`src/crc32fc_pkg.sv`:
```
// Shared constants, types and functions for the CRC-32 frame checksum block.
// No dependencies. Imported by crc32fc_fold and crc32_frame_checksum.
`timescale 1ns / 1ps

package crc32fc_pkg;

    localparam logic [31:0] CRC_POLY = 32'hEDB88320;
    localparam logic [31:0] CRC_ONES = 32'hFFFFFFFF;
    localparam logic [31:0] CRC_ZERO = 32'h00000000;

    // Result convention selected by the mode register
    localparam logic MODE_INVERT = 1'b0;
    localparam logic MODE_SWAP   = 1'b1;

    // Per-byte control handed to the fold logic
    typedef struct packed {
        logic first;
        logic mode;
    } crc_ctrl_t;

    // Fold one byte into a reflected CRC-32, eight shift-xor steps
    function automatic logic [31:0] crc_fold_byte(input logic [31:0] acc_in,
                                                  input logic [7:0]  data);
        logic [31:0] acc;
        acc = acc_in ^ {24'h000000, data};
        for (int k = 0; k < 8; k++) begin
            if (acc[0]) begin
                acc = (acc >> 1) ^ CRC_POLY;
            end else begin
                acc = acc >> 1;
            end
        end
        return acc;
    endfunction

    // Reverse the byte order of a word
    function automatic logic [31:0] swap_bytes(input logic [31:0] v);
        return {v[7:0], v[15:8], v[23:16], v[31:24]};
    endfunction

endpackage

```
`src/crc32fc_fold.sv`:
```
// Byte fold logic: start value selection, CRC-32 update and result formatting.
// Depends on crc32fc_pkg.
`timescale 1ns / 1ps

module crc32fc_fold
    import crc32fc_pkg::*;
(
    input  logic [31:0] crc_in,
    input  logic [7:0]  data_byte,
    input  crc_ctrl_t   ctrl,
    output logic [31:0] crc_out,
    output logic [31:0] checksum_out
);

    logic [31:0] start_value;
    logic [31:0] seed;

    // Pick the start value of the current convention on a first byte
    assign start_value = (ctrl.mode == MODE_SWAP) ? CRC_ZERO : CRC_ONES;
    assign seed        = ctrl.first ? start_value : crc_in;

    // Fold the byte
    assign crc_out = crc_fold_byte(seed, data_byte);

    // Format the finished value
    assign checksum_out = (ctrl.mode == MODE_SWAP) ? swap_bytes(crc_out) : ~crc_out;

endmodule

```
`src/crc32_frame_checksum.sv`:
```
// Top level of the CRC-32 frame checksum block: input register, fold, result register.
// Depends on crc32fc_pkg and crc32fc_fold.
`timescale 1ns / 1ps

// Usage:
//   Input channel (in_valid / in_stall) carries data_byte, first_flag and
//   last_flag, one byte per transfer. A byte marked first restarts the
//   running CRC from the start value of the current mode; a byte marked
//   last produces one checksum transfer on the output channel
//   (out_valid / out_stall).
//   cfg_write_en / cfg_write_data write the mode register: 0 gives the
//   inverted CRC started from all ones, 1 gives the byte-swapped CRC
//   started from zero. Write it only while the block is idle.
//   Timing: a last byte is folded as it leaves the input register, which
//   loads its checksum into the result register and sets out_valid in the
//   same cycle. Throughput: one byte per cycle while the input does not
//   stall, set by the combinational eight-step byte fold between the input
//   register and the running CRC / result registers.
//   Reset clears both pipeline valids, sets the running CRC to all ones
//   and the mode to 0.
//   While the receiver stalls, the result register holds its checksum;
//   bytes that are not last keep flowing, and the input stalls only when
//   a last byte waits in the input register behind a held result.

module crc32_frame_checksum
    import crc32fc_pkg::*;
(
    input  logic        clk,
    input  logic        rst_n,
    input  logic        cfg_write_en,
    input  logic        cfg_write_data,
    input  logic        in_valid,
    output logic        in_stall,
    input  logic [7:0]  data_byte,
    input  logic        first_flag,
    input  logic        last_flag,
    output logic        out_valid,
    input  logic        out_stall,
    output logic [31:0] checksum
);

    logic        mode_reg;
    logic        s1_valid_reg, s1_valid_next;
    logic [7:0]  s1_byte_reg;
    logic        s1_first_reg;
    logic        s1_last_reg;
    logic [31:0] crc_reg;
    logic        out_valid_reg, out_valid_next;
    logic [31:0] checksum_reg;

    logic        out_free;
    logic        s1_advance;
    logic        emit;
    crc_ctrl_t   fold_ctrl;
    logic [31:0] crc_folded;
    logic [31:0] checksum_folded;

    // Handshake control
    assign out_free   = !out_valid_reg || !out_stall;
    assign s1_advance = s1_valid_reg && (!s1_last_reg || out_free);
    assign emit       = s1_advance && s1_last_reg;
    assign in_stall   = s1_valid_reg && !s1_advance;

    assign s1_valid_next  = in_stall ? s1_valid_reg : in_valid;
    assign out_valid_next = emit ? 1'b1 : (out_stall ? out_valid_reg : 1'b0);

    // Fold the staged byte
    assign fold_ctrl.first = s1_first_reg;
    assign fold_ctrl.mode  = mode_reg;

    crc32fc_fold u_fold (
        .crc_in       (crc_reg),
        .data_byte    (s1_byte_reg),
        .ctrl         (fold_ctrl),
        .crc_out      (crc_folded),
        .checksum_out (checksum_folded)
    );

    // Control registers
    always_ff @(posedge clk or negedge rst_n) begin
        if (!rst_n) begin
            mode_reg      <= MODE_INVERT;
            s1_valid_reg  <= 1'b0;
            out_valid_reg <= 1'b0;
            crc_reg       <= CRC_ONES;
        end else begin
            if (cfg_write_en) begin
                mode_reg <= cfg_write_data;
            end
            s1_valid_reg  <= s1_valid_next;
            out_valid_reg <= out_valid_next;
            if (s1_advance) begin
                crc_reg <= crc_folded;
            end
        end
    end

    // Capture the input transfer and load the result
    always_ff @(posedge clk) begin
        if (in_valid && !in_stall) begin
            s1_byte_reg  <= data_byte;
            s1_first_reg <= first_flag;
            s1_last_reg  <= last_flag;
        end
        if (emit) begin
            checksum_reg <= checksum_folded;
        end
    end

    assign out_valid = out_valid_reg;
    assign checksum  = checksum_reg;

    // Input stalls only behind a held result with a last byte staged
    a_stall_cause: assert property (@(posedge clk) disable iff (!rst_n)
        in_stall |-> (s1_valid_reg && s1_last_reg && out_valid && out_stall))
        else $error("input stalled without a blocked last byte");

    // A last byte that leaves the input register shows a result next
    a_emit_shows: assert property (@(posedge clk) disable iff (!rst_n)
        emit |=> out_valid)
        else $error("last byte left the input register without a result");

    // A taken result with nothing new behind it clears the output
    a_drain: assert property (@(posedge clk) disable iff (!rst_n)
        (out_valid && !out_stall && !emit) |=> !out_valid)
        else $error("result repeated after transfer");

    // Non-last bytes never stall the input
    a_no_stall_mid: assert property (@(posedge clk) disable iff (!rst_n)
        (s1_valid_reg && !s1_last_reg) |-> !in_stall)
        else $error("input stalled on a non-last byte");

endmodule
```
`config.mk`:
```
export PLATFORM = sky130hd
export DESIGN_NAME = crc32_frame_checksum
export DESIGN_NICKNAME = d
export VERILOG_FILES = /design/src/crc32fc_pkg.sv /design/src/crc32fc_fold.sv /design/src/crc32_frame_checksum.sv
export SDC_FILE = /design/constraint.sdc
export NUM_CORES = 1
export LEC_CHECK = 0
export ABC_CLOCK_PERIOD_IN_PS = 3850
export BUFFER_PORTS_ARGS = -buffer_cell sky130_fd_sc_hd__buf_2
export CAP_MARGIN = 40
export CELL_PAD_IN_SITES_DETAIL_PLACEMENT = 1
export CELL_PAD_IN_SITES_GLOBAL_PLACEMENT = 2
export CORE_MARGIN = 2
export CORE_UTILIZATION = 39
export DETAILED_ROUTE_END_ITERATION = 10
export GPL_TIMING_DRIVEN = 0
export PLACE_DENSITY = 0.82
export SYNTH_ARGS = -nofsm -noshare
export SYNTH_HDL_FRONTEND = slang
export SYNTH_HIERARCHICAL = 1
export SYNTH_SLANG_ARGS = --single-unit
```
`constraint.sdc`:
```
create_clock -name clk -period 3.85 [get_ports clk]
set_clock_uncertainty 0.2 [all_clocks]
set_input_delay 0.77 -clock clk [delete_from_list [all_inputs] [get_ports clk]]
set_output_delay 0.77 -clock clk [all_outputs]
set_load 0.01 [all_outputs]
```
Word-level counts from Yosys, hierarchy flattened
Index checks and enable logic that the tools add are counted.

Register bits after elaboration: 77. Logic and storage cells: 43. Input port bits: 16. Output and inout port bits: 34.

Equality and inequality tests: 1. Muxes and demuxes: 13. Bitwise gates (word level): 10. Reductions and logical operators: 11.

Operator list (number): $mux W32 (11); $not A13 Y14 (8); $not A32 Y32 (1); $xor A32 B8 Y32 (1); $logic_not A1 Y1 (5); $logic_and A1 B1 Y1 (4); $logic_or A1 B1 Y1 (2); $mux W1 (2); $ne A2 B1 Y1 const B (1).

Logic depth before layout (Yosys ltp)
Gate-level depths: netlist of the first run.

Depth after elaboration: 21. Mapped depth: 10.

Modules after synthesis
Netlist of the first run, hierarchy kept.

By module, submodules not included: crc32_frame_checksum (area each 3286.9 µm², instances 1, cells each 238, seq. area each 2177.1 µm²); crc32fc_fold (area each 1635.3 µm², instances 1, cells each 219, seq. area each 0.0 µm²).

Worst setup path after synthesis of the first run
No wires, ideal clock.

Kind: input-to-reg. Start: in out_stall. End: reg checksum_reg[0] (netlist: checksum[0]) (enable). Cell stages on the path: 3. Library setup time: 432 ps. Setup slack: 508 ps. Buffers on the path: 2. Arrival time: 2710 ps. Cells stage by stage: buf_6 > clkbuf_1 > a21oi_1.

Longest elaborated chain between the ends: 5.

RTL lines: start, declared (line crc32_frame_checksum.sv:38) `input logic out_stall,`; $logic_not A1 Y1 (line crc32_frame_checksum.sv:59) `assign out_free = !out_valid_reg || !out_stall;`; $logic_or A1 B1 Y1 (line crc32_frame_checksum.sv:59); $logic_or A1 B1 Y1 (line crc32_frame_checksum.sv:60) `assign s1_advance = s1_valid_reg && (!s1_last_reg || out_free);`; $logic_and A1 B1 Y1 (line crc32_frame_checksum.sv:60); $logic_and A1 B1 Y1 (line crc32_frame_checksum.sv:61) `assign emit = s1_advance && s1_last_reg;`; via emit (line crc32_frame_checksum.sv:53) `logic emit;`; end signal, assigned (line crc32_frame_checksum.sv:106) `checksum_reg <= checksum_folded;`; end, declared (line crc32_frame_checksum.sv:49) `logic [31:0] checksum_reg;`.

The timed path passes the listed nets, and every way through them passes these cells. A chain may end at the register's enable or synchronous reset.

Final worst setup path of the first run
Start: reg crc_reg[4]. End: reg checksum_reg[18] (netlist: checksum[18]) (data pin).

Longest elaborated chain between the ends: 14.

RTL lines: start, declared (line crc32_frame_checksum.sv:47) `logic [31:0] crc_reg;`; start signal, assigned (line crc32_frame_checksum.sv:93) `crc_reg <= crc_folded;`; $mux W32 * (line crc32fc_fold.sv:20) `assign seed = ctrl.first ? start_value : crc_in;`; $xor A32 B8 Y32 * (line crc32fc_pkg.sv:25) `acc = acc_in ^ {24'h000000, data};`; $mux W32 * (5 in a row) (line crc32fc_pkg.sv:27) `if (acc[0]) begin`; $not A13 Y14 (no source line); $mux W32 * (line crc32fc_pkg.sv:27); $not A13 Y14 (no source line); $mux W32 * (2 in a row) (line crc32fc_pkg.sv:27); via crc_folded[18] (line crc32_frame_checksum.sv:55) `logic [31:0] crc_folded;`; $not A32 Y32 * (line crc32fc_fold.sv:26) `assign checksum_out = (ctrl.mode == MODE_SWAP) ? swap_bytes(crc_out) : ~crc_out;`; $mux W32 * (line crc32fc_fold.sv:26); via checksum_folded[18] (line crc32_frame_checksum.sv:56) `logic [31:0] checksum_folded;`.

Mark *: on every way through the listed nets, which the timed path passes. The rest lies on a longest branch.

==> results.yml, run 1 <==
grt:
  grt_pass1_vias: 3691
  grt_max_degree: 33
  track_usage_pct: 22.1
  grt_pass1_wl_microns: 21500
  grt_antenna_before_repair: 0
  gr-total-overflow: 0
final_layout:
  layout-drive-gt1-share_pct: 31.2
  n_antenna_cell: 0
  fin_util_pct: 45.8
  area_delta_synth_final_pct: 16.0
  fin_nets: 534
placed_design:
  routabilityCongestion: 0.848
  dp_hpwl_microns: 10500
  port_buffers: 48
  place_ws_ns: 0.786
floorplan:
  fp-row-count: 41
  die_y_microns: 116
  initial_core_util_pct: 39.5
  die_w_microns: 116
  io_pins: 50
  core_area_sq_mm: 0.0125
  die_area_sq_mm: 0.0135
sta:
  worst_slew_pin_slew_ns: 0.775
  setup-violations-final: 0
  fin_crit_ns: 3.11
  slew_viol_final: 0
  hold_viol: 0
  rsz0062_at_grt: "false"
  slew_headroom_pct: 48.0
  fin_tns_setup_ns: 0
  setup_slack_ns: 0.745
  timing.fmax_ghz: 0.322
  fin_crit_sh_pct: 80.7
cts:
  cts_tree: "done"
  cts_hold_buf: 0
  cts.sinks: 77
  ctsRootBufferMaster: "clkbuf_16"
  cts_setup_buffers: 0
  cts_htree_levels: 3
  cts_buffers: 9
  insertion_delay_ns: 0.35
  cts_resized: 0
  clockBufferDepth: 2
  clk_pin_slew_ns: 0.06
power:
  power.share.clock_pct: 13.8
  power.switching_mw: 2.50
  seq_power_share_pct: 29.0
  p_total_mw: 5.82
  combPwrFrac_pct: 57.1
  internal-power_mw: 3.32
  p_leak_nw: 2.23
  peakVddDrop_mv: 0.274
  powerDensity_mw_per_mm2: 1020
  swShare_pct: 43.0
worst_setup_path:
  cp_data_arrival_time_ns: 2.98
  worstPathRequired_ns: 3.72
  crit_top_cell: "xnor2_1"
  critical_path_class: "reg -> reg"
  worstPathMaxFanout: 5
  crit-reg2reg-launch: "crc_reg[4]$_DFFE_PN1P_"
  end_kind: "flip-flop"
  reg2reg_to: "checksum[18]$_DFFE_PP_"
  r2r_setup_slack_ns: 0.74
  ff2ff_path_depth: 7
  start_kind: "flip-flop"
  cpMaxStageDelayCell: "xnor2_1"
  path_cells: "clkbuf_1, xnor2_1, nor2_1, xnor2_1, xnor2_2, xnor2_1, a21oi_1"
  crit_start: "crc_reg[4]$_DFFE_PN1P_"
  critPathMaxStageDelay_ns: 0.61
yosys:
  ys.flop_type: "edfxtp_1"
  synth_edf_count: 42
  yosysTopAreaCellShare_pct: 25.6
  synth-seq-area-share_pct: 44.2
  synth.avg_cell_area_sq_um: 10.8
  synth_area_leaders: "edfxtp_1 26%, dfstp_2 17%, xnor2_1 11%, o211ai_2 7.6%, xor2_1 4.3%"
  synth.distinct_cells: 32
  syn_area_sq_mm: 0.00492
  synth_cells: 457
  yosysWarnings: 6
  synth_top_cell_by_area: "edfxtp_1"
  syn-num-nets: 473
  ys_seq_elements: 77
  async_flop_share_pct: 45.5
route:
  ant_nets: 0
  routedWlPerCell_microns: 20.1
  wl_microns: 13900
  first_pass_iters: 4
  drt_iter0_markers: 202
  drc_errors: 0
  via_per_inst: 5.15
  vias: 3581
flow_run:
  max-cap-violations: 0
status:
  status: "finished clean"
hold_path:
  hold_path.class: "in -> async"
==> layer usage <==
metal	vias to the layer above	part of all wire, %	track usage [%]
li1	1685	-	-
met4	0	3.0	11.5
met2	83	49	36.9
met5	-	0	0
met1	1788	45	28.2
met3	25	3.5	2.75
==> worst max path at each step <==
stage | to | cells past startpoint
4_1_cts | checksum[18]$_DFFE_PP_ | 7
6_report | checksum[18]$_DFFE_PP_ | 7
3_3_place_gp | checksum[13]$_DFFE_PP_ | 3
2_1_floorplan | checksum[0]$_DFFE_PP_ | 3
5_1_grt | checksum[18]$_DFFE_PP_ | 7
3_5_place_dp | checksum[18]$_DFFE_PP_ | 7
==> cell type report <==
cell class / count / area [sq um]
plain buffers: 40 / 213
clock buffers: 11 / 243
clock inverters: 5 / 36.3
fillers: 1397 / 6760
inverters: 11 / 41.3
multi-input cells: 329 / 2500
flip-flops and latches: 77 / 2180
well taps: 172 / 215
repair buffers: 50 / 280
==> stage by stage <==
step	hold slack [ns]	cell area, sq um	instances
6_report	0.105	5710	695
5_1_grt	0.112	5710	695
4_1_cts	0.105	5690	694
3_5_place_dp	0.315	5410	678
3_3_place_gp	0.306	5380	677
2_1_floorplan	0.274	4920	457
==> cells in the mapped netlist, types with 2 or more instances <==
master and n:
a21oi_1 21, buf_2 11, buf_6 6, clkbuf_1 21, dfrtp_1 3, dfstp_2 32
edfxtp_1 42, inv_1 11, mux2_2 8, mux2i_1 7, nand2_1 54, nand2b_1 33
nand4_1 33, nor2_1 22, nor2b_1 3, o211ai_1 2, o211ai_2 30, o21a_1 3
o21ai_0 10, xnor2_1 62, xnor2_2 4, xnor3_1 5, xor2_1 24, xor2_2 2
==> power groups by stage <==
| stage | registers, mW | logic (mW) | clock network [mW] |
|---|---|---|---|
| 2_1_floorplan | 1.69 | 2.35 | 0 |
| 3_3_place_gp | 1.69 | 3.23 | 0 |
| 3_5_place_dp | 1.70 | 3.32 | 0 |
| 4_1_cts | 1.70 | 3.34 | 0.825 |
| 5_1_grt | 1.73 | 3.62 | 0.854 |
| 6_report | 1.69 | 3.33 | 0.806 |
==> kinds of logic after synthesis <==
kind of cell              share of synthesized area, %
AOI/OAI and AO/OA                                 11.7
xor gates and xnor gates                          20.6
buffers and inverters                             5.16
DFF                                               44.2
muxes                                             3.25
and+or+nand+nor                                   15.0
==> critical path: cells and delay by family (launching register included) <==
family | cells | cell delay (ns)
XOR/XNOR | 4 | 1.58
flip-flops | 1 | 0.54
buffers and inverters | 1 | 0.29
AO/OA/AOI/OAI | 1 | 0.16
AND/OR/NAND/NOR | 1 | 0.06
==> layout by cell type (no fill, tap or decap), drive strengths merged, types with 11 or more instances in the layout <==
cell / instances
a21oi: 21
buf: 69
clkbuf: 32
dfstp: 32
edfxtp: 42
inv: 11
nand2: 54
nand2b: 33
nand4: 33
nor2: 23
o211ai: 32
xnor2: 67
xor2: 26
(Power assumes the default switching activity.)
==> run 2: changes to the inputs <==
--- a/config.mk
+++ b/config.mk
@@ -5,7 +5,7 @@
 export SDC_FILE = /design/constraint.sdc
 export NUM_CORES = 1
 export LEC_CHECK = 0
-export ABC_CLOCK_PERIOD_IN_PS = 3850
+export ABC_CLOCK_PERIOD_IN_PS = 3230
 export BUFFER_PORTS_ARGS = -buffer_cell sky130_fd_sc_hd__buf_2
 export CAP_MARGIN = 40
 export CELL_PAD_IN_SITES_DETAIL_PLACEMENT = 1
==> constraint.sdc (replaced) <==
create_clock -name clk -period 3.23 [get_ports clk]
set_clock_uncertainty 0.2 [all_clocks]
set_input_delay 0.646 -clock clk [delete_from_list [all_inputs] [get_ports clk]]
set_output_delay 0.646 -clock clk [all_outputs]
set_load 0.01 [all_outputs]
==> results.yml, run 2 (same netlist as run 1, synthesis figures left out) <==
status:
  status: "finished clean"
worst_setup_path:
  cp_data_arrival_time_ns: 2.89
  end_kind: "flip-flop"
  worstPathRequired_ns: 3.13
  critical_path_class: "reg -> reg"
  worstPathMaxFanout: 10
  start_kind: "flip-flop"
  ff2ff_path_depth: 8
floorplan:
  initial_core_util_pct: 39.5
  die_area_sq_mm: 0.0135
  die_w_microns: 116
  core_area_sq_mm: 0.0125
  fp-row-count: 41
  die_y_microns: 116
  io_pins: 50
final_layout:
  stdcell_count: 696
  layout_common_cells: "61 x xnor2_1, 59 x buf_2, 54 x nand2_1, 42 x edfxtp_1"
  area_delta_synth_final_pct: 16.3
  n_antenna_cell: 0
  finalInstanceArea_sq_mm: 0.00573
  layout-drive-gt1-share_pct: 31.3
  final_common_cell: "xnor2_1"
  fin_nets: 535
grt:
  gr-total-overflow: 0
  grt_antenna_before_repair: 0
  track_usage_pct: 22.1
  grt_max_degree: 33
  grt_pass1_wl_microns: 21500
  grt_pass1_vias: 3685
power:
  powerDensity_mw_per_mm2: 1220
  p_total_mw: 6.96
  p_leak_nw: 2.24
  peakVddDrop_mv: 0.328
hold_path:
  holdPathStages: 1
  hold_path.class: "in -> reg"
cts:
  clk_pin_slew_ns: 0.06
  cts_setup_buffers: 0
  insertion_delay_ns: 0.35
  cts_tree: "done"
  ctsRootBufferMaster: "clkbuf_16"
  cts_htree_levels: 3
  cts.sinks: 77
  cts_buffers: 9
  clockBufferDepth: 2
placed_design:
  place_area_sq_mm: 0.00541
  place_ws_ns: 0.166
  port_buffers: 48
  dp_hpwl_microns: 10500
  routabilityCongestion: 0.848
  dp_cells: 678
sta:
  setup-violations-final: 0
  hold_viol: 0
  rsz0062_at_grt: "false"
  slew_viol_final: 0
  setup_slack_ns: 0.233
  fin_crit_sh_pct: 92.8
  slew_headroom_pct: 53.7
  fin_crit_ns: 3.00
  timing.fmax_ghz: 0.334
  worst_slew_pin_slew_ns: 0.695
route:
  wl_microns: 14000
  vias: 3602
  routedWlPerCell_microns: 20.1
  drt_iter0_markers: 182
  first_pass_iters: 4
  drc_errors: 0
  via_per_inst: 5.18
  ant_nets: 0
flow_run:
  max-cap-violations: 0
run 2: cell count changes in the layout (fill, tap and decap cells not counted), sizes merged:
cell | previous run | this run
dlygate4sd3 | 0 | 1
run 2: area by class of cell:
class | instances | area [sq um]
plain buffers | 40 | 213
clock buffers | 11 | 243
clock inverters | 5 | 36.3
fillers | 1393 | 6740
inverters | 11 | 41.3
multi-input cells | 329 | 2510
flip-flops and latches | 77 | 2180
well taps | 172 | 215
repair buffers | 51 | 290
run 2: timing repair:
| item | 4_1_cts | 5_1_grt |
|---|---|---|
| setup endpoints to repair | 0 | 1 |
| hold buffers | 1 | 0 |
| endpoints found under the hold margin | 1 | 0 |
| gates resized for setup | 0 | 1 |
run 2: metal layers:
| layer | up-vias | GRT usage, % | share of wire (%) |
|---|---|---|---|
| met5 | - | 0 | 0 |
| met2 | 77 | 36.9 | 48 |
| met1 | 1810 | 28.2 | 46 |
| li1 | 1688 | - | - |
| met4 | 0 | 11.5 | 3.2 |
| met3 | 27 | 2.75 | 2.7 |
run 2: through the flow:
step / setup TNS [ns] / util [%] / hold WS, ns
after floorplan: 0 / - / 0.150
after global placement: -13.70 / 43.1 / 0.306
after detailed placement: 0 / 43.4 / 0.315
after CTS: 0 / 45.7 / 0.258
after global routing: 0 / 45.9 / 0.267
final: 0 / 45.9 / 0.270
run 2: path summary, 6_finish.rpt:
check                                       startpoint                  endpoint  slack (ns)
worst max-delay path            s1_first_reg$_DFFE_PP_     checksum[0]$_DFFE_PP_        0.23
worst min register to register  crc_reg[3]$_DFFE_PN1P_    crc_reg[3]$_DFFE_PN1P_        0.32
min in group asynchronous                        rst_n      mode_reg$_DFFE_PN0P_        0.51
worst min-delay path                      data_byte[2]  s1_byte_reg[2]$_DFFE_PP_        0.27
max in group asynchronous                        rst_n   crc_reg[13]$_DFFE_PN1P_        1.80
worst max register to register  s1_first_reg$_DFFE_PP_     checksum[0]$_DFFE_PP_        0.23
run 2: power by group:
part,internal (mW),switching [mW]
Sequential,1.73,0.283
Combinational,1.69,2.29
Clock,0.541,0.421
Total,3.96,3.00
run 2: worst max-delay path, cell delays in order (launching register included):
cell and delay [ns]:
edfxtp_1 0.37, buf_4 0.19, inv_1 0.11, clkbuf_1 0.42
buf_1 0.52, nand2_1 0.14, xnor2_1 0.52, nor2_1 0.09
a21o_1 0.19
